[src/hdl/msfa_pkg.sv]
// ----------------------------------------------------------------------------
// msfa_pkg
// Shared constants, types and helpers for the sample frame assembler.
// ----------------------------------------------------------------------------
package msfa_pkg;

    localparam int SLOT_N     = 12;
    localparam int SLOT_AW    = 4;
    localparam int SAMPLE_W   = 24;
    localparam int BYTE_W     = 8;
    localparam int CHAN_W     = 5;
    localparam int CFG_IDX_W  = 1;

    localparam logic [SLOT_AW-1:0]  SLOT_LAST   = 4'd11;
    localparam logic [SLOT_N-1:0]   ALL_FILLED  = 12'hFFF;
    localparam logic [CHAN_W-1:0]   CHAN_A_LO   = 5'd9;
    localparam logic [CHAN_W-1:0]   CHAN_A_HI   = 5'd15;
    localparam logic [CHAN_W-1:0]   CHAN_B_LO   = 5'd17;
    localparam logic [CHAN_W-1:0]   CHAN_B_HI   = 5'd21;
    localparam logic [SLOT_AW-1:0]  SLOT_B_BASE = 4'd7;

    localparam logic [BYTE_W-1:0]   HDR_FIRST_RST  = 8'hAA;
    localparam logic [BYTE_W-1:0]   HDR_SECOND_RST = 8'h55;

    localparam logic [CFG_IDX_W-1:0] CFG_HDR_FIRST  = 1'b0;
    localparam logic [CFG_IDX_W-1:0] CFG_HDR_SECOND = 1'b1;

    typedef struct packed {
        logic                valid;
        logic [SLOT_AW-1:0]  slot;
    } t_slot_map;

    // Channel number to slot; unmapped channels come back not valid
    function automatic t_slot_map map_channel(input logic [CHAN_W-1:0] chan);
        t_slot_map m;
        logic [CHAN_W-1:0] offs;
        m.valid = 1'b0;
        m.slot  = '0;
        offs    = '0;
        if (chan >= CHAN_A_LO && chan <= CHAN_A_HI) begin
            offs    = chan - CHAN_A_LO;
            m.valid = 1'b1;
            m.slot  = offs[SLOT_AW-1:0];
        end else if (chan >= CHAN_B_LO && chan <= CHAN_B_HI) begin
            offs    = chan - CHAN_B_LO;
            m.valid = 1'b1;
            m.slot  = SLOT_B_BASE + offs[SLOT_AW-1:0];
        end
        return m;
    endfunction

endpackage

[src/hdl/msfa_ram.sv]
// ----------------------------------------------------------------------------
// msfa_ram
// Generic simple dual-port RAM, one write port, registered read.
// ----------------------------------------------------------------------------
module msfa_ram #(
    parameter int WIDTH = 8,
    parameter int DEPTH = 16
) (
    input  logic                     i_clk,
    input  logic                     i_we,
    input  logic [$clog2(DEPTH)-1:0] i_waddr,
    input  logic [WIDTH-1:0]         i_wdata,
    input  logic [$clog2(DEPTH)-1:0] i_raddr,
    output logic [WIDTH-1:0]         o_rdata
);

    logic [WIDTH-1:0] r_mem [DEPTH];
    logic [WIDTH-1:0] r_rdata;

    always_ff @(posedge i_clk) begin
        if (i_we) begin
            r_mem[i_waddr] <= i_wdata;
        end
        r_rdata <= r_mem[i_raddr];
    end

    assign o_rdata = r_rdata;

endmodule

[src/hdl/multichannel_sample_frame_assembler.sv]
// ----------------------------------------------------------------------------
// multichannel_sample_frame_assembler
// Gathers 12 converter channels into slots and streams out a 38-byte frame.
// ----------------------------------------------------------------------------
// Frame start: the completing readout moves the sequencer to its header
//   state, which puts the first frame beat on the output register once that
//   register is free.
// Throughput: one readout per cycle while a group fills; a frame sends its
//   38 beats, with a sample-RAM read state before each slot after the first,
//   and no readout is taken while it runs.
// Reset: synchronous, active low; clears the group and restores the headers.
//   Sample RAM contents are not reset.
// ----------------------------------------------------------------------------
module multichannel_sample_frame_assembler
    import msfa_pkg::*;
(
    input  logic                  i_clk,
    input  logic                  i_rst_n,
    // readout channel
    input  logic                  i_in_valid,
    output logic                  o_in_ready,
    input  logic [BYTE_W-1:0]     i_adc_status,
    input  logic [SAMPLE_W-1:0]   i_sample_value,
    // frame channel
    output logic                  o_out_valid,
    input  logic                  i_out_ready,
    output logic [BYTE_W-1:0]     o_frame_byte,
    output logic                  o_frame_last,
    // configuration
    input  logic                  i_cfg_we,
    input  logic [CFG_IDX_W-1:0]  i_cfg_idx,
    input  logic [BYTE_W-1:0]     i_cfg_data
);

    // Sequencer states
    localparam logic [1:0] S_IDLE = 2'd0;  // collecting readouts
    localparam logic [1:0] S_HDR  = 2'd1;  // two header beats
    localparam logic [1:0] S_LOAD = 2'd2;  // wait for slot read data
    localparam logic [1:0] S_DATA = 2'd3;  // three sample beats, MSB first

    logic [1:0]          r_state, n_state;
    logic [SLOT_N-1:0]   r_filled, n_filled;
    logic [SLOT_AW-1:0]  r_count, n_count;
    logic [SLOT_AW-1:0]  r_slot, n_slot;    // slot being read out
    logic [1:0]          r_phase, n_phase;  // beat within header or sample
    logic [BYTE_W-1:0]   r_hdr_first, r_hdr_second;

    // Output register
    logic                r_ovalid, n_ovalid;
    logic [BYTE_W-1:0]   r_obyte, n_obyte;
    logic                r_olast, n_olast;

    logic                w_accept;
    t_slot_map           w_map;
    logic                w_store;
    logic [SLOT_N-1:0]   w_set;
    logic [SLOT_AW-1:0]  w_count_inc;
    logic                w_complete;
    logic                w_can_load;
    logic [SAMPLE_W-1:0] w_rdata;

    // ------------------------------------------------------------------
    // Readout intake
    // ------------------------------------------------------------------
    assign o_in_ready  = (r_state == S_IDLE);
    assign w_accept    = i_in_valid && o_in_ready;
    assign w_map       = map_channel(i_adc_status[CHAN_W-1:0]);
    // first sample for an empty slot only; repeats fall away
    assign w_store     = w_accept && w_map.valid && !r_filled[w_map.slot];
    assign w_set       = r_filled | (SLOT_N'(1) << w_map.slot);
    assign w_count_inc = r_count + SLOT_AW'(1);
    assign w_complete  = w_store && (w_count_inc == SLOT_AW'(SLOT_N));

    // Sample store; read address follows the readout pointer, so data is
    // valid the cycle after r_slot moves. Writes only happen in S_IDLE.
    msfa_ram #(
        .WIDTH (SAMPLE_W),
        .DEPTH (SLOT_N)
    ) u_samples (
        .i_clk   (i_clk),
        .i_we    (w_store),
        .i_waddr (w_map.slot),
        .i_wdata (i_sample_value),
        .i_raddr (r_slot),
        .o_rdata (w_rdata)
    );

    // Output register may take a new beat when empty or being drained
    assign w_can_load = !r_ovalid || i_out_ready;

    // ------------------------------------------------------------------
    // Next-state logic
    // ------------------------------------------------------------------
    always_comb begin
        n_state  = r_state;
        n_filled = r_filled;
        n_count  = r_count;
        n_slot   = r_slot;
        n_phase  = r_phase;
        n_ovalid = r_ovalid && !i_out_ready;
        n_obyte  = r_obyte;
        n_olast  = r_olast;

        case (r_state)
            S_IDLE: begin
                if (w_store) begin
                    if (w_complete) begin
                        // group done: clear it now, inputs stay blocked
                        n_filled = '0;
                        n_count  = '0;
                        n_slot   = '0;
                        n_phase  = '0;
                        n_state  = S_HDR;
                    end else begin
                        n_filled = w_set;
                        n_count  = w_count_inc;
                    end
                end
            end
            S_HDR: begin
                if (w_can_load) begin
                    n_ovalid = 1'b1;
                    n_olast  = 1'b0;
                    if (r_phase == 2'd0) begin
                        n_obyte = r_hdr_first;
                        n_phase = 2'd1;
                    end else begin
                        n_obyte = r_hdr_second;
                        n_phase = 2'd0;
                        n_state = S_DATA;  // slot 0 data already read
                    end
                end
            end
            S_LOAD: begin
                n_state = S_DATA;
            end
            S_DATA: begin
                if (w_can_load) begin
                    n_ovalid = 1'b1;
                    n_olast  = 1'b0;
                    case (r_phase)
                        2'd0:    n_obyte = w_rdata[23:16];
                        2'd1:    n_obyte = w_rdata[15:8];
                        default: n_obyte = w_rdata[7:0];
                    endcase
                    if (r_phase == 2'd2) begin
                        n_phase = 2'd0;
                        if (r_slot == SLOT_LAST) begin
                            n_olast = 1'b1;
                            n_state = S_IDLE;
                        end else begin
                            n_slot  = r_slot + SLOT_AW'(1);
                            n_state = S_LOAD;
                        end
                    end else begin
                        n_phase = r_phase + 2'd1;
                    end
                end
            end
            default: begin
                n_state = S_IDLE;
            end
        endcase
    end

    // ------------------------------------------------------------------
    // Registers
    // ------------------------------------------------------------------
    always_ff @(posedge i_clk) begin
        if (!i_rst_n) begin
            r_state      <= S_IDLE;
            r_filled     <= '0;
            r_count      <= '0;
            r_slot       <= '0;
            r_phase      <= '0;
            r_ovalid     <= 1'b0;
            r_hdr_first  <= HDR_FIRST_RST;
            r_hdr_second <= HDR_SECOND_RST;
        end else begin
            r_state  <= n_state;
            r_filled <= n_filled;
            r_count  <= n_count;
            r_slot   <= n_slot;
            r_phase  <= n_phase;
            r_ovalid <= n_ovalid;
            if (i_cfg_we) begin
                case (i_cfg_idx)
                    CFG_HDR_FIRST:  r_hdr_first  <= i_cfg_data;
                    CFG_HDR_SECOND: r_hdr_second <= i_cfg_data;
                    default: ;
                endcase
            end
        end
    end

    // payload, no reset
    always_ff @(posedge i_clk) begin
        r_obyte <= n_obyte;
        r_olast <= n_olast;
    end

    assign o_out_valid  = r_ovalid;
    assign o_frame_byte = r_obyte;
    assign o_frame_last = r_olast;

    // ------------------------------------------------------------------
    // Assertions
    // ------------------------------------------------------------------
    a_count_matches: assert property (@(posedge i_clk) disable iff (!i_rst_n)
        r_count == SLOT_AW'($countones(r_filled)))
        else $error("fill count out of step with slot flags");

    a_frame_on_full: assert property (@(posedge i_clk) disable iff (!i_rst_n)
        (r_state == S_IDLE && n_state == S_HDR) |-> (w_set == ALL_FILLED))
        else $error("frame started before all slots filled");

    a_last_ends_frame: assert property (@(posedge i_clk) disable iff (!i_rst_n)
        (r_state == S_DATA && n_olast && n_ovalid && w_can_load) |=> (r_state == S_IDLE))
        else $error("last beat issued without returning to idle");

    a_no_write_in_frame: assert property (@(posedge i_clk) disable iff (!i_rst_n)
        (r_state != S_IDLE) |-> !w_store)
        else $error("sample store written during frame readout");

endmodule
[config.mk]
export PLATFORM = sky130hd
export DESIGN_NAME = multichannel_sample_frame_assembler
export DESIGN_NICKNAME = d
export VERILOG_FILES = /design/src/hdl/msfa_pkg.sv /design/src/hdl/msfa_ram.sv /design/src/hdl/multichannel_sample_frame_assembler.sv
export SDC_FILE = /design/constraint.sdc
export NUM_CORES = 1
export LEC_CHECK = 0
export BUFFER_PORTS_ARGS = -buffer_cell sky130_fd_sc_hd__buf_4
export CELL_PAD_IN_SITES_DETAIL_PLACEMENT = 1
export CELL_PAD_IN_SITES_GLOBAL_PLACEMENT = 2
export CORE_MARGIN = 4
export CORE_UTILIZATION = 46
export DETAILED_ROUTE_END_ITERATION = 8
export GPL_TIMING_DRIVEN = 1
export HOLD_SLACK_MARGIN = 0.05
export PLACE_DENSITY_LB_ADDON = 0.1
export SLEW_MARGIN = 25
export SYNTH_ARGS = -nofsm -noshare
export SYNTH_HDL_FRONTEND = slang
export SYNTH_SLANG_ARGS = --single-unit
[constraint.sdc]
create_clock -name i_clk -period 6.5 [get_ports i_clk]
set_input_delay 1.625 -clock i_clk [delete_from_list [all_inputs] [get_ports i_clk]]
set_output_delay 1.625 -clock i_clk [all_outputs]
set_load 0.01 [all_outputs]
# After elaboration in Yosys (flattened, before gate mapping)
# Memory sizes are Yosys's and may differ from the RTL's. A register that Yosys moved wholly into a read port is not among the register bits.
# Index checks and enable logic that the tools add are counted.
[totals] n_memories=1 ramBits=288 reg_bits=50
[op_classes] n_shift=1 n_reduce_logical=24 muxes=41 n_eq_ne=14 bitwise_logic=2 magnitude_cmp=5 add_sub_neg=6
[memory_table] name="u_samples.r_mem" depth=12 word_bits=24 rd=1 rd_ports_with_merged_regs=1 write_ports=1 line="msfa_ram.sv:17" text="logic [WIDTH-1:0] r_mem [DEPTH];"
[ops] op="$pmux W8 S2" n=2
[ops] op="$mux W2" n=12
[ops] op="$mux W4" n=6
[ops] op="$mux W8" n=3
[ops] op="$mux W12" n=1
[ops] op="$or A12 B12 Y12" n=1
[ops] op="$reduce_and A6 Y1" n=2
[ops] op="$shl A1 B4 Y12 const A" n=1
[ops] op="$mux W1" n=10
[ops] op="$mux W5" n=2
[ops] op="$ne A2 B2 Y1 const B" n=5
[ops] op="$add A4 B1 Y4 const B" n=2
[ops] op="$eq A4 B4 Y1 const B" n=2
[ops] op="$pmux W2 S4" n=1
[ops] op="$pmux W4 S2" n=1
[ops] op="$logic_and A1 B1 Y1" n=7
[ops] op="$eq A2 B2 Y1 const B" n=3
[ops] op="$pmux W2 S3" n=1
[ops] op="$reduce_and A2 Y1" n=3
[ops] op="$ge A5 B4 Y1 const B" n=1
[ops] op="$ge A5 B5 Y1 const B" n=1
[ops] op="$le A5 B4 Y1 const B" n=1
[ops] op="$le A5 B5 Y1 const B" n=1
[ops] op="$lt A4 B5 Y1 const B" n=1
[ops] op="other kinds (17)" n=23

# Logic depth before layout (Yosys ltp)
# Gate-level depths: netlist (run 1).
[depth] word_depth=12 depth_mapped=12

# Modules after synthesis
# A second synthesis (run 1) with hierarchy kept.
[hier_totals] cells_unflattened=856 area_unflattened_um2=14397.6
[modules_own_cells] module="msfa_ram" area_each_um2=11461.0 instances=1 cells_per_inst=504 seq_area_each_um2=9128.8
[modules_own_cells] module="multichannel_sample_frame_assembler" area_each_um2=2936.6 instances=1 cells_per_inst=352 seq_area_each_um2=1091.0

# Least setup slack after synthesis (run 1)
# OpenSTA, ideal clock, no wires.
[synth_timing] path_kind="input-to-reg" startpoint="input i_adc_status[1]" endpoint="memory u_samples.r_mem[10][0] (netlist bit) (enable)" path_stages=11 arrival_ns=5.383 path_slack_ns=0.680 setup_ns=0.438 n_path_buf=2 path_cell_list="inv_1 ha_1 a21boi_1 a221oi_1 a2bb2oi_1 or2_1 o31ai_1 or3_1 clkbuf_2 buf_4 nor3_1"
[synth_between] elab_chain_cells=10 word_cells_on_any_way=18 cone_classes="add/sub: 3; order compare: 4; mux: 6; reduce/logical: 5"
[synth_lines] item="from (decl)" line="multichannel_sample_frame_assembler.sv:22" text="input logic [BYTE_W-1:0] i_adc_status,"
[synth_lines] item="$sub A4 B1 Y4, or another cell as far along" line="msfa_pkg.sv:45" text="offs = chan - CHAN_B_LO;"
[synth_lines] item="$add A3 B4 Y4 or $logic_and A1 B1 Y1 (tied branches)" line="msfa_pkg.sv:47, msfa_pkg.sv:44"
[synth_lines] item="$mux W5" line="msfa_pkg.sv:44" text="end else if (chan >= CHAN_B_LO && chan <= CHAN_B_HI) begin"
[synth_lines] item="$mux W5 (*)" line="msfa_pkg.sv:40" text="if (chan >= CHAN_A_LO && chan <= CHAN_A_HI) begin"
[synth_lines] item="$bmux W1 S4" line="multichannel_sample_frame_assembler.sv:69" text="assign w_store = w_accept && w_map.valid && !r_filled[w_map.slot];"
[synth_lines] item="$mux W1 (not written as such)" line="multichannel_sample_frame_assembler.sv:69"
[synth_lines] item="$logic_not A1 Y1" line="multichannel_sample_frame_assembler.sv:69"
[synth_lines] item="$logic_and A1 B1 Y1" line="multichannel_sample_frame_assembler.sv:69"
[synth_lines] item="$mux W1" line="msfa_ram.sv:21" text="if (i_we) begin"
[synth_lines] item="$mux W1 (not written as such)" line="msfa_ram.sv:22" text="r_mem[i_waddr] <= i_wdata;"
[synth_lines] item="to (decl)" line="msfa_ram.sv:17"
# Every way passes the cells marked *; elsewhere a longest branch is shown, timed or not. The select of a mux whose other input is x is not followed.

# Worst setup path after layout (run 1)
[layout_timing] startpoint="input i_adc_status[1]" endpoint="memory u_samples.r_mem[4][3] (netlist bit) (enable)"
# Same word-level chain as after synthesis.

==> impl_metrics.py, run 1 <==
metrics = {
    "clock_network": {
        "holdBufCountCts": 0,
        "post_cts_buffers": 0,
        "cts_tree": "built",
        "cts.path.max_buffers": 3,
        "cts_num_sinks": 362,
        "numCtsBuffers": 39,
        "clk_latency_ns": 0.53,
        "cts_root_buf": "clkbuf_16",
        "clkTransAtPathRegs_ns": 0.06,
        "cts_resized": 0,
        "htreeDepth": 2,
    },
    "drt": {
        "antenna_left": 0,
        "wl_per_cell_microns": 24.46,
        "avgViaCountPerCell": 5.648,
        "wl_mm": 32.48,
        "num_vias": 7500,
        "drt_iter0_drc": 381,
        "route.detailed.drc": 0,
        "firstDrtPassIters": 5,
    },
    "layout": {
        "area_growth_pct": 16.09,
        "antennaDiodeCount": 0,
        "design_area_sq_um": 16540,
        "fillers": 2815,
        "nNetsFinal": 962,
        "drive_gt1_frac": 0.2446,
    },
    "critical_path": {
        "slowest_stage": "or3_1",
        "cp_top_family": "simple AND/OR/NAND/NOR gates",
        "crit_fanout": 24,
        "cp-start-kind": "primary input",
        "crit_path_end_kind": "flop",
        "cp.required_ns": 6.66,
        "arrival_ns": 5.09,
        "path_common_cell": "buf_4",
        "critPathKind": "in2reg",
        "crit_path_cell_trace": "buf_4 > inv_1 > ha_1 > a21boi_1 > a221oi_1 > a2bb2oi_1 > or2_1 > o31ai_1 > or3_1 > nor3_2 > buf_4",
        "slowest_delay_ns": 0.74,
        "path_buf_inv": 3,
    },
    "global_routing": {
        "use_met1": 0.2607,
        "top_usage_layer": "met2",
        "grt_util_met2": 0.3409,
        "antenna_found_initial": 0,
        "grt_max_degree": 53,
        "grt.met3_usage": 0.03304,
        "grt_pass1_vias": 8230,
        "grt_use_total": 0.1958,
        "grt_first_pass_wirelength_mm": 49.99,
        "grt_overflow": 0,
    },
    "timing": {
        "grt_setup_unrepaired": "false",
        "skew_ns": 0.01101,
        "slew_headroom": 0.2796,
        "holdWs_ns": 0.4607,
        "setup_tns_ns": 0,
        "finalHoldViolations": 0,
        "min_period_ns": 4.932,
        "setup_violations": 0,
        "slew_viol_final": 0,
        "period_share": 0.7588,
        "fmax_mhz": 202.7,
        "worst_slew_pin_slew_ns": 1.077,
        "fin_ws_ns": 1.568,
    },
    "placement": {
        "dp_hpwl_mm": 18.52,
        "port_buffers": 53,
        "post_dp_cell_area_sq_um": 15160,
        "place_ws_ns": 1.055,
        "gp_congestion": 0.8182,
    },
    "die": {
        "die_x_microns": 184.0,
        "die_y_microns": 184.0,
        "dieArea_sq_um": 33850,
        "coreArea_sq_um": 30590,
        "io_pins": 57,
        "start_util": 0.4657,
        "std_cell_rows": 64,
    },
    "logic_synthesis": {
        "synth.distinct_cells": 58,
        "syn_inst": 831,
        "synth_edf_count": 297,
        "synthFlopType": "edfxtp_1",
        "synth.avg_cell_area_sq_um": 17.14,
        "yosys_warnings": 0,
        "synth_nets": 892,
        "synth-seq-cells": 362,
        "async_flop_share": 0,
        "ys_seq_area_frac": 0.7174,
        "netlist_area_sq_um": 14240,
    },
    "job": {
        "maxCapViolCount": 0,
    },
    "worst_hold_path": {
        "hp-class": "reg2reg",
    },
    "outcome": {
        "status": "finished clean",
    },
    "pwr": {
        "p_leak_nw": 5.346,
        "power-per-cell-area_nw_per_um2": 322.4,
        "irDropWorstVdd_uv": 300.5,
    },
}
==> through the flow <==
stage / power [W] / util / std cells
2_1_floorplan: 0.002925 / - / 831
3_3_place_gp: 0.003079 / 0.4957 / 1255
3_5_place_dp: 0.003097 / 0.4957 / 1255
4_1_cts: 0.005390 / 0.5396 / 1327
5_1_grt: 0.005547 / 0.5406 / 1328
6_report: 0.005331 / 0.5406 / 1328
==> cells in the mapped netlist (2+ instances only) <==
master / number / share of area
edfxtp_1: 297 / 0.63
nand2_1: 94 / 0.025
mux4_2: 72 / 0.11
dfxtp_1: 65 / 0.091
mux2i_1: 47 / 0.033
o21ai_0: 46 / 0.016
clkbuf_1: 29 / 0.0076
a21oi_1: 15 / 0.0053
ha_1: 15 / 0.013
nand3_1: 14 / 0.0049
nor3_1: 14 / 0.0049
nor2_1: 13 / 0.0034
o21a_1: 13 / 0.0069
buf_1: 10 / 0.0026
a211oi_1: 7 / 0.0037
inv_1: 7 / 0.0018
and2_1: 5 / 0.0022
nand2b_1: 5 / 0.0022
nand3b_1: 5 / 0.0026
nor2b_1: 4 / 0.0018
xnor2_1: 4 / 0.0025
a21boi_0: 3 / 0.0016
a221oi_1: 3 / 0.0018
a21o_1: 2 / 0.0011
a2bb2oi_1: 2 / 0.0012
a31oi_1: 2 / 0.00088
and3_1: 2 / 0.00088
buf_4: 2 / 0.0011
o211ai_1: 2 / 0.0011
o22ai_1: 2 / 0.00088
or3_1: 2 / 0.00088
xor2_1: 2 / 0.0012
==> layout make-up <==
type,instances,area [sq um],share of cell area
clock inverter,24,294.0,0.01778
inverter,8,30.03,0.001816
multi-input combinational,418,3880,0.2346
timing repair buffer,72,560.5,0.03390
sequential,362,10230,0.6184
clock buffer,48,1051,0.06355
tap,396,495.5,0.02996
==> sequential cells by signal, indices dropped and copies added, names as in the netlist <==
| register | cells |
|---|---|
| o_frame_byte | 8 |
| o_frame_last | 1 |
| o_out_valid | 1 |
| r_count | 4 |
| r_filled | 12 |
| r_hdr_first | 8 |
| r_hdr_second | 8 |
| r_phase | 2 |
| r_slot | 4 |
| r_state | 2 |
| u_samples.o_rdata | 24 |
| u_samples.r_mem | 288 |
==> power breakdown <==
part	switching, W	leakage [nW]	internal [W]
logic	0.000253	1.47	0.000175
registers	0.0000389	3.21	0.00258
clock network	0.000888	0.661	0.00140
==> tightest hold or removal path, delay by kind of cell (launching register included) <==
kind	cells	cell delay, ns
compound gates	1	0.05
flops	1	0.31
simple gates	1	0.05
==> layout by cell type (no fill, tap or decap), types with 5 or more instances in the layout <==
cell,synthesis,routed
nand3b_1,5,5
inv_1,7,7
mux2i_1,47,47
buf_4,2,71
nand2b_1,5,5
nand2_1,94,94
dfxtp_1,65,62
bufinv_16,0,6
ha_1,15,14
o21ai_0,46,46
mux4_2,72,72
clkbuf_1,29,6
clkinv_2,0,8
edfxtp_1,297,297
a21oi_1,15,15
o21a_1,13,13
nor2_1,13,13
clkbuf_16,0,40
nor3_2,0,12
a211oi_1,7,7
nand3_1,14,14
clkinv_1,1,5
and2_1,5,5
==> layer usage <==
metal  vias up  part of all wire
met2       145              0.51
met4         0             0.014
li1       3391                 -
met1      3928              0.43
met3        36             0.041
met5         -                 0
==> path summary, 6_finish.rpt <==
path / startpoint / end / slack [ns] / depth (start not counted)
worst max-delay path: i_adc_status[1] / u_samples.r_mem[4][3] / 1.57 / 11
worst min-delay path: r_hdr_first[4] / r_hdr_first[4] / 0.46 / 2
worst max register to register: r_state[1] / u_samples.r_mem[4][3] / 3.05 / 8
worst min register to register: r_hdr_first[4] / r_hdr_first[4] / 0.46 / 2
==> kinds of logic after synthesis <==
kind of cell / synth area share
flip-flops: 0.7174
XOR/XNOR: 0.003689
AND/OR/NAND/NOR: 0.05323
buffers and inverters: 0.01458
multiplexers: 0.1469
AO/OA/AOI/OAI: 0.05103
adder cells (fa/ha/maj): 0.01318
(Power assumes the default switching activity.)
==> run 2: changes to the inputs <==
Settings changed: ABC_AREA set to 1, CORE_UTILIZATION 46 to 42.
Clock period 6.5 ns to 4.8 ns, I/O delays scaled along.
==> run 2 against run 1 <==
Net effect: routed wire length grew 15%; synthesized cell count grew 47%; critical path type unchanged; hold slack lost 0.0058 ns; flip-flop and latch count is the same; register-to-register slack lost 0.95 ns; die area grew 10%; clock skew grew 0.0019 ns; power grew 36%; non-clock buffer count grew 6; sequential power grew 35%.
==> impl_metrics.py, run 2 <==
metrics = {
    "logic_synthesis": {
        "synth_edf_count": 297,
        "synthFlopType": "edfxtp_1",
        "synthSimpleGateAreaFrac": 0.1193,
        "yosys_warnings": 0,
        "synth.area.top_cells": "edfxtp_1, dfxtp_1, nor2_1",
        "synth_top_family_by_area": "compound AO/OA/AOI/OAI gates",
        "synth_top_area_frac": 0.6209,
        "synth_nets": 1286,
        "ys_seq_area_frac": 0.7114,
        "synth.avg_cell_area_sq_um": 11.73,
        "async_flop_share": 0,
        "synth_commonest_cells": "edfxtp_1, nor2_1, o21ai_0",
        "synthAdderAreaFrac": 0.01307,
        "netlist_area_sq_um": 14370,
        "synth.distinct_cells": 38,
        "synth.mux.area_fraction": 0,
        "synth_xor_area_frac": 0.004268,
        "synth-seq-cells": 362,
        "syn_inst": 1225,
        "synth_most_common_cell": "edfxtp_1",
        "synth-compound-area-share": 0.1210,
        "yosysTopAreaCell": "edfxtp_1",
    },
    "critical_path": {
        "cp-start-kind": "primary input",
        "critPathKind": "in2reg",
        "cp.required_ns": 4.96,
        "arrival_ns": 3.72,
        "crit_path_end_kind": "flop",
        "crit_fanout": 25,
    },
    "pwr": {
        "power-per-cell-area_nw_per_um2": 432.8,
        "irDropWorstVdd_uv": 341.7,
        "power_w": 0.007256,
        "p_leak_nw": 5.823,
    },
    "global_routing": {
        "grt_max_degree": 125,
        "top_usage_layer": "met2",
        "grt_use_total": 0.2038,
        "use_met1": 0.2852,
        "grt_first_pass_wirelength_mm": 57.66,
        "grt_util_met2": 0.3430,
        "grt_pass1_vias": 9781,
        "antenna_found_initial": 2,
        "grt.met3_usage": 0.03061,
        "grt_overflow": 0,
    },
    "outcome": {
        "status": "finished clean",
    },
    "die": {
        "io_pins": 57,
        "coreArea_sq_um": 33620,
        "die_y_microns": 192.9,
        "die_x_microns": 192.9,
        "start_util": 0.4273,
        "std_cell_rows": 67,
        "dieArea_sq_um": 37230,
    },
    "timing": {
        "grt_setup_unrepaired": "false",
        "worst_slew_pin_slew_ns": 0.9335,
        "slew_viol_final": 0,
        "setup_tns_ns": 0,
        "setup_violations": 0,
        "skew_ns": 0.01294,
        "fmax_mhz": 280.9,
        "period_share": 0.7417,
        "slew_headroom": 0.3776,
        "holdWs_ns": 0.4549,
        "finalHoldViolations": 0,
        "min_period_ns": 3.560,
    },
    "job": {
        "maxCapViolCount": 0,
    },
    "drt": {
        "antenna_left": 0,
        "route.detailed.drc": 0,
        "drt_iter0_drc": 490,
        "wl_per_cell_microns": 21.17,
        "wl_mm": 37.24,
        "avgViaCountPerCell": 5.366,
        "num_vias": 9438,
        "firstDrtPassIters": 5,
    },
    "layout": {
        "final_cell_mix": "edfxtp_1, nor2_1, o21ai_0",
        "drive_gt1_frac": 0.1336,
        "area_growth_pct": 16.72,
        "regMostFlops": "u_samples.r_mem",
        "final_common_cell": "edfxtp_1",
        "fillers": 3501,
        "largest_reg_flops": 288,
        "design_area_sq_um": 16770,
        "nNetsFinal": 1341,
    },
    "clock_network": {
        "cts_resized": 0,
        "cts_num_sinks": 362,
        "numCtsBuffers": 41,
        "cts.path.max_buffers": 3,
        "holdBufCountCts": 0,
        "clkTransAtPathRegs_ns": 0.06,
        "cts_tree": "built",
        "clk_latency_ns": 0.52,
        "post_cts_buffers": 0,
        "cts_root_buf": "clkbuf_16",
        "htreeDepth": 2,
    },
    "placement": {
        "gp_congestion": 0.7216,
        "post_dp_cell_area_sq_um": 15450,
        "port_buffers": 53,
        "dp_hpwl_mm": 20.89,
    },
    "worst_hold_path": {
        "hp-class": "reg2reg",
    },
}
[run 2: changes by cell type after synthesis, sizes merged, moves of 28 or more]
cell | before | now
mux4 | 72 | 0
o22ai | 2 | 35
inv | 7 | 48
nor2 | 13 | 270
clkbuf | 30 | 58
o21ai | 46 | 177
mux2i | 47 | 0
[run 2: worst max-delay path, stage by stage]
cell and delay, ns:
buf_4 0.12, inv_1 0.17, ha_1 0.27, inv_1 0.06
nor2_1 0.12, nand3_2 0.11, nand3_1 0.14, o22ai_1 0.13
nand2_1 0.28, inv_1 0.13, a21oi_2 0.18, nand2_2 0.18
nor3_2 0.15, buf_4 0.45
[run 2: worst paths after layout]
check                   from                     to  slack (ns)  depth (start not counted)
max reg2reg        r_slot[1]   u_samples.o_rdata[4]        2.10                          8
min reg2reg      r_filled[9]            r_filled[9]        0.45                          2
max          i_adc_status[1]  u_samples.r_mem[8][3]        1.24                         14
min              r_filled[9]            r_filled[9]        0.45                          2
[run 2: kinds of logic after synthesis]
kind of cell               count (synthesis)
and+or+nand+nor                          420
DFF                                      362
AOI/OAI and AO/OA                        305
buffers and inverters                    116
adders and majority gates                 15
xor gates and xnor gates                   7
[run 2: power by group]
| group | internal [W] | switching [W] | total (W) |
|---|---|---|---|
| Clock | 0.00187 | 0.00118 | 0.00305 |
| Combinational | 0.000209 | 0.000447 | 0.000656 |
| Sequential | 0.00349 | 0.0000598 | 0.00355 |
| Total | 0.00557 | 0.00169 | 0.00726 |
[run 2: layout make-up]
class | instances | area [sq um] | area share
sequential | 362 | 10230 | 0.6100
multi-input combinational | 747 | 3771 | 0.2249
clock buffer | 60 | 1147 | 0.06843
timing repair buffer | 78 | 698.2 | 0.04164
tap | 448 | 560.5 | 0.03343
inverter | 50 | 193.9 | 0.01157
clock inverter | 13 | 166.4 | 0.009925
antenna | 1 | 2.502 | 0.0001492
[run 2: per-stage QoR]
stage / utilization / std cells / worst slack, ns
floorplan: - / 1225 / 0.09776
global placement: 0.4596 / 1685 / 0.7210
detailed placement: 0.4596 / 1685 / 0.6070
CTS: 0.4987 / 1758 / 1.161
global route: 0.4987 / 1758 / 0.9540
finish: 0.4988 / 1759 / 1.240
[run 2: routing by layer]
layer	wire, microns	up-vias
met3	1434	33
met2	17950	145
met1	17370	4773
met5	0	-
met4	477	0
li1	-	4487
==> run 3: changes to the inputs <==
Clock period 4.8 ns to 3.45 ns, I/O delays scaled along.
==> run 3 against run 2 <==
Net effect: sequential power is 39% higher; sequential share of layout area is 0.91 points lower; clock skew is 0.0016 ns higher; global-route usage is 0.27 points higher; cell area is 1.5% higher; power is 38% higher; utilization is 0.75 points higher; hold slack better by 0.0082 ns; cell count is 0.97% higher; critical endpoint is now u_samples.r_mem[9][12].
==> impl_metrics.py, run 3 (synthesized netlist as in run 2, its figures left out) <==
metrics = {
    "critical_path": {
        "cp.required_ns": 3.68,
        "cp-start-kind": "primary input",
        "slowest_stage": "buf_12",
        "arrival_ns": 3.06,
        "slowest_delay_ns": 0.23,
        "crit_path_end_kind": "flop",
        "crit_path_cell_trace": "buf_4 > inv_1 > ha_1 > inv_1 > nor2_1 > nand3_2 > nand4_1 > o21ai_4 > buf_4 > nand2_1 > nand2_1 > a21oi_2 > nand2_2 > nor2_2 > nand2_1 > inv_1 > buf_12",
        "critPathKind": "in2reg",
        "crit_fanout": 24,
    },
    "timing": {
        "slew_headroom": 0.4952,
        "period_share": 0.8226,
        "skew_ns": 0.01457,
        "slew_viol_final": 0,
        "min_period_ns": 2.838,
        "holdWs_ns": 0.4631,
        "worst_slew_pin_slew_ns": 0.7544,
        "fmax_mhz": 352.4,
        "grt_setup_unrepaired": "false",
        "finalHoldViolations": 0,
        "setup_violations": 0,
    },
    "layout": {
        "antennaDiodeCount": 0,
        "regMostFlops": "u_samples.r_mem",
        "fillers": 3475,
        "drive_gt1_frac": 0.1476,
        "final_common_cell": "edfxtp_1",
        "final_cell_mix": "edfxtp_1, nor2_1, o21ai_0",
        "largest_reg_flops": 288,
        "area_growth_pct": 18.48,
        "fin_cells": 1776,
        "nNetsFinal": 1360,
    },
    "global_routing": {
        "grt_max_degree": 53,
        "grt_overflow": 0,
        "antenna_found_initial": 1,
        "grt_first_pass_wirelength_mm": 58.22,
        "grt_use_total": 0.2064,
        "grt_pass1_vias": 9927,
    },
    "job": {
        "maxCapViolCount": 0,
    },
    "drt": {
        "antenna_left": 0,
        "firstDrtPassIters": 5,
        "num_vias": 9554,
        "avgViaCountPerCell": 5.380,
        "wl_per_cell_microns": 21.45,
        "wl_mm": 38.10,
        "route.detailed.drc": 0,
        "drt_iter0_drc": 527,
    },
    "die": {
        "std_cell_rows": 67,
        "die_y_microns": 192.9,
        "die_x_microns": 192.9,
        "dieArea_sq_um": 37230,
        "io_pins": 57,
        "start_util": 0.4273,
        "coreArea_sq_um": 33620,
    },
    "pwr": {
        "power-per-cell-area_nw_per_um2": 587.6,
        "p_leak_nw": 5.957,
        "irDropWorstVdd_uv": 389.4,
    },
    "placement": {
        "dp.cells": 1705,
        "port_buffers": 53,
        "gp_congestion": 0.7320,
        "dp_hpwl_mm": 22.64,
    },
    "clock_network": {
        "post_cts_buffers": 0,
        "htreeDepth": 2,
        "cts_root_buf": "clkbuf_16",
        "cts.path.max_buffers": 3,
        "holdBufCountCts": 0,
        "numCtsBuffers": 40,
        "clkTransAtPathRegs_ns": 0.06,
        "cts_tree": "built",
        "cts_num_sinks": 362,
        "clk_latency_ns": 0.54,
        "cts_resized": 0,
    },
    "outcome": {
        "status": "finished clean",
    },
    "worst_hold_path": {
        "hp-class": "reg2reg",
    },
}
run 3: metal layers:
layer	part of all wire	GRT usage	up-vias
li1	-	-	4525
met1	0.45	0.2784	4808
met2	0.48	0.3471	157
met3	0.047	0.03943	64
met4	0.021	0.05419	0
met5	0	0	-
run 3: cell type report:
class	count	area, sq um	area share
clock buffers	54	1126	0.06616
clock inverters	17	140.1	0.008233
inverters	50	190.2	0.01117
multi-input cells	747	3790	0.2227
flip-flops and latches	362	10230	0.6009
well taps	448	560.5	0.03293
repair buffers	98	985.9	0.05793
run 3: path summary, 6_finish.rpt:
kind | startpoint | to | slack, ns | cells past startpoint
hold reg to reg | r_filled[9] | r_filled[9] | 0.46 | 2
hold / removal | r_filled[9] | r_filled[9] | 0.46 | 2
setup reg to reg | r_state[1] | r_slot[1] | 1.17 | 6
setup / recovery | i_adc_status[1] | u_samples.r_mem[9][12] | 0.61 | 17
run 3: critical path: cells and delay by family:
kind	cells	cell delay (ns)
simple gates	8	0.90
compound gates	2	0.23
buf+inv	6	0.83
fa+ha+maj	1	0.21
run 3: power by group:
part           total (W)  switching [W]  internal (W)
registers        0.00495      0.0000952       0.00486
clock network    0.00411        0.00167       0.00243
logic           0.000941       0.000626      0.000315
run 3: stage by stage:
step | setup TNS, ns | setup slack, ns | power, W | util | instance area (sq um)
global route | 0 | 0.3650 | 0.01044 | 0.5063 | 17020
CTS | 0 | 0.6113 | 0.01013 | 0.5063 | 17020
finish | 0 | 0.6122 | 0.01000 | 0.5063 | 17020
floorplan | -68.65 | -0.3821 | 0.005564 | - | 14380
detailed placement | 0 | 0.02622 | 0.005994 | 0.4686 | 15750
global placement | 0 | 0.1114 | 0.005968 | 0.4686 | 15750
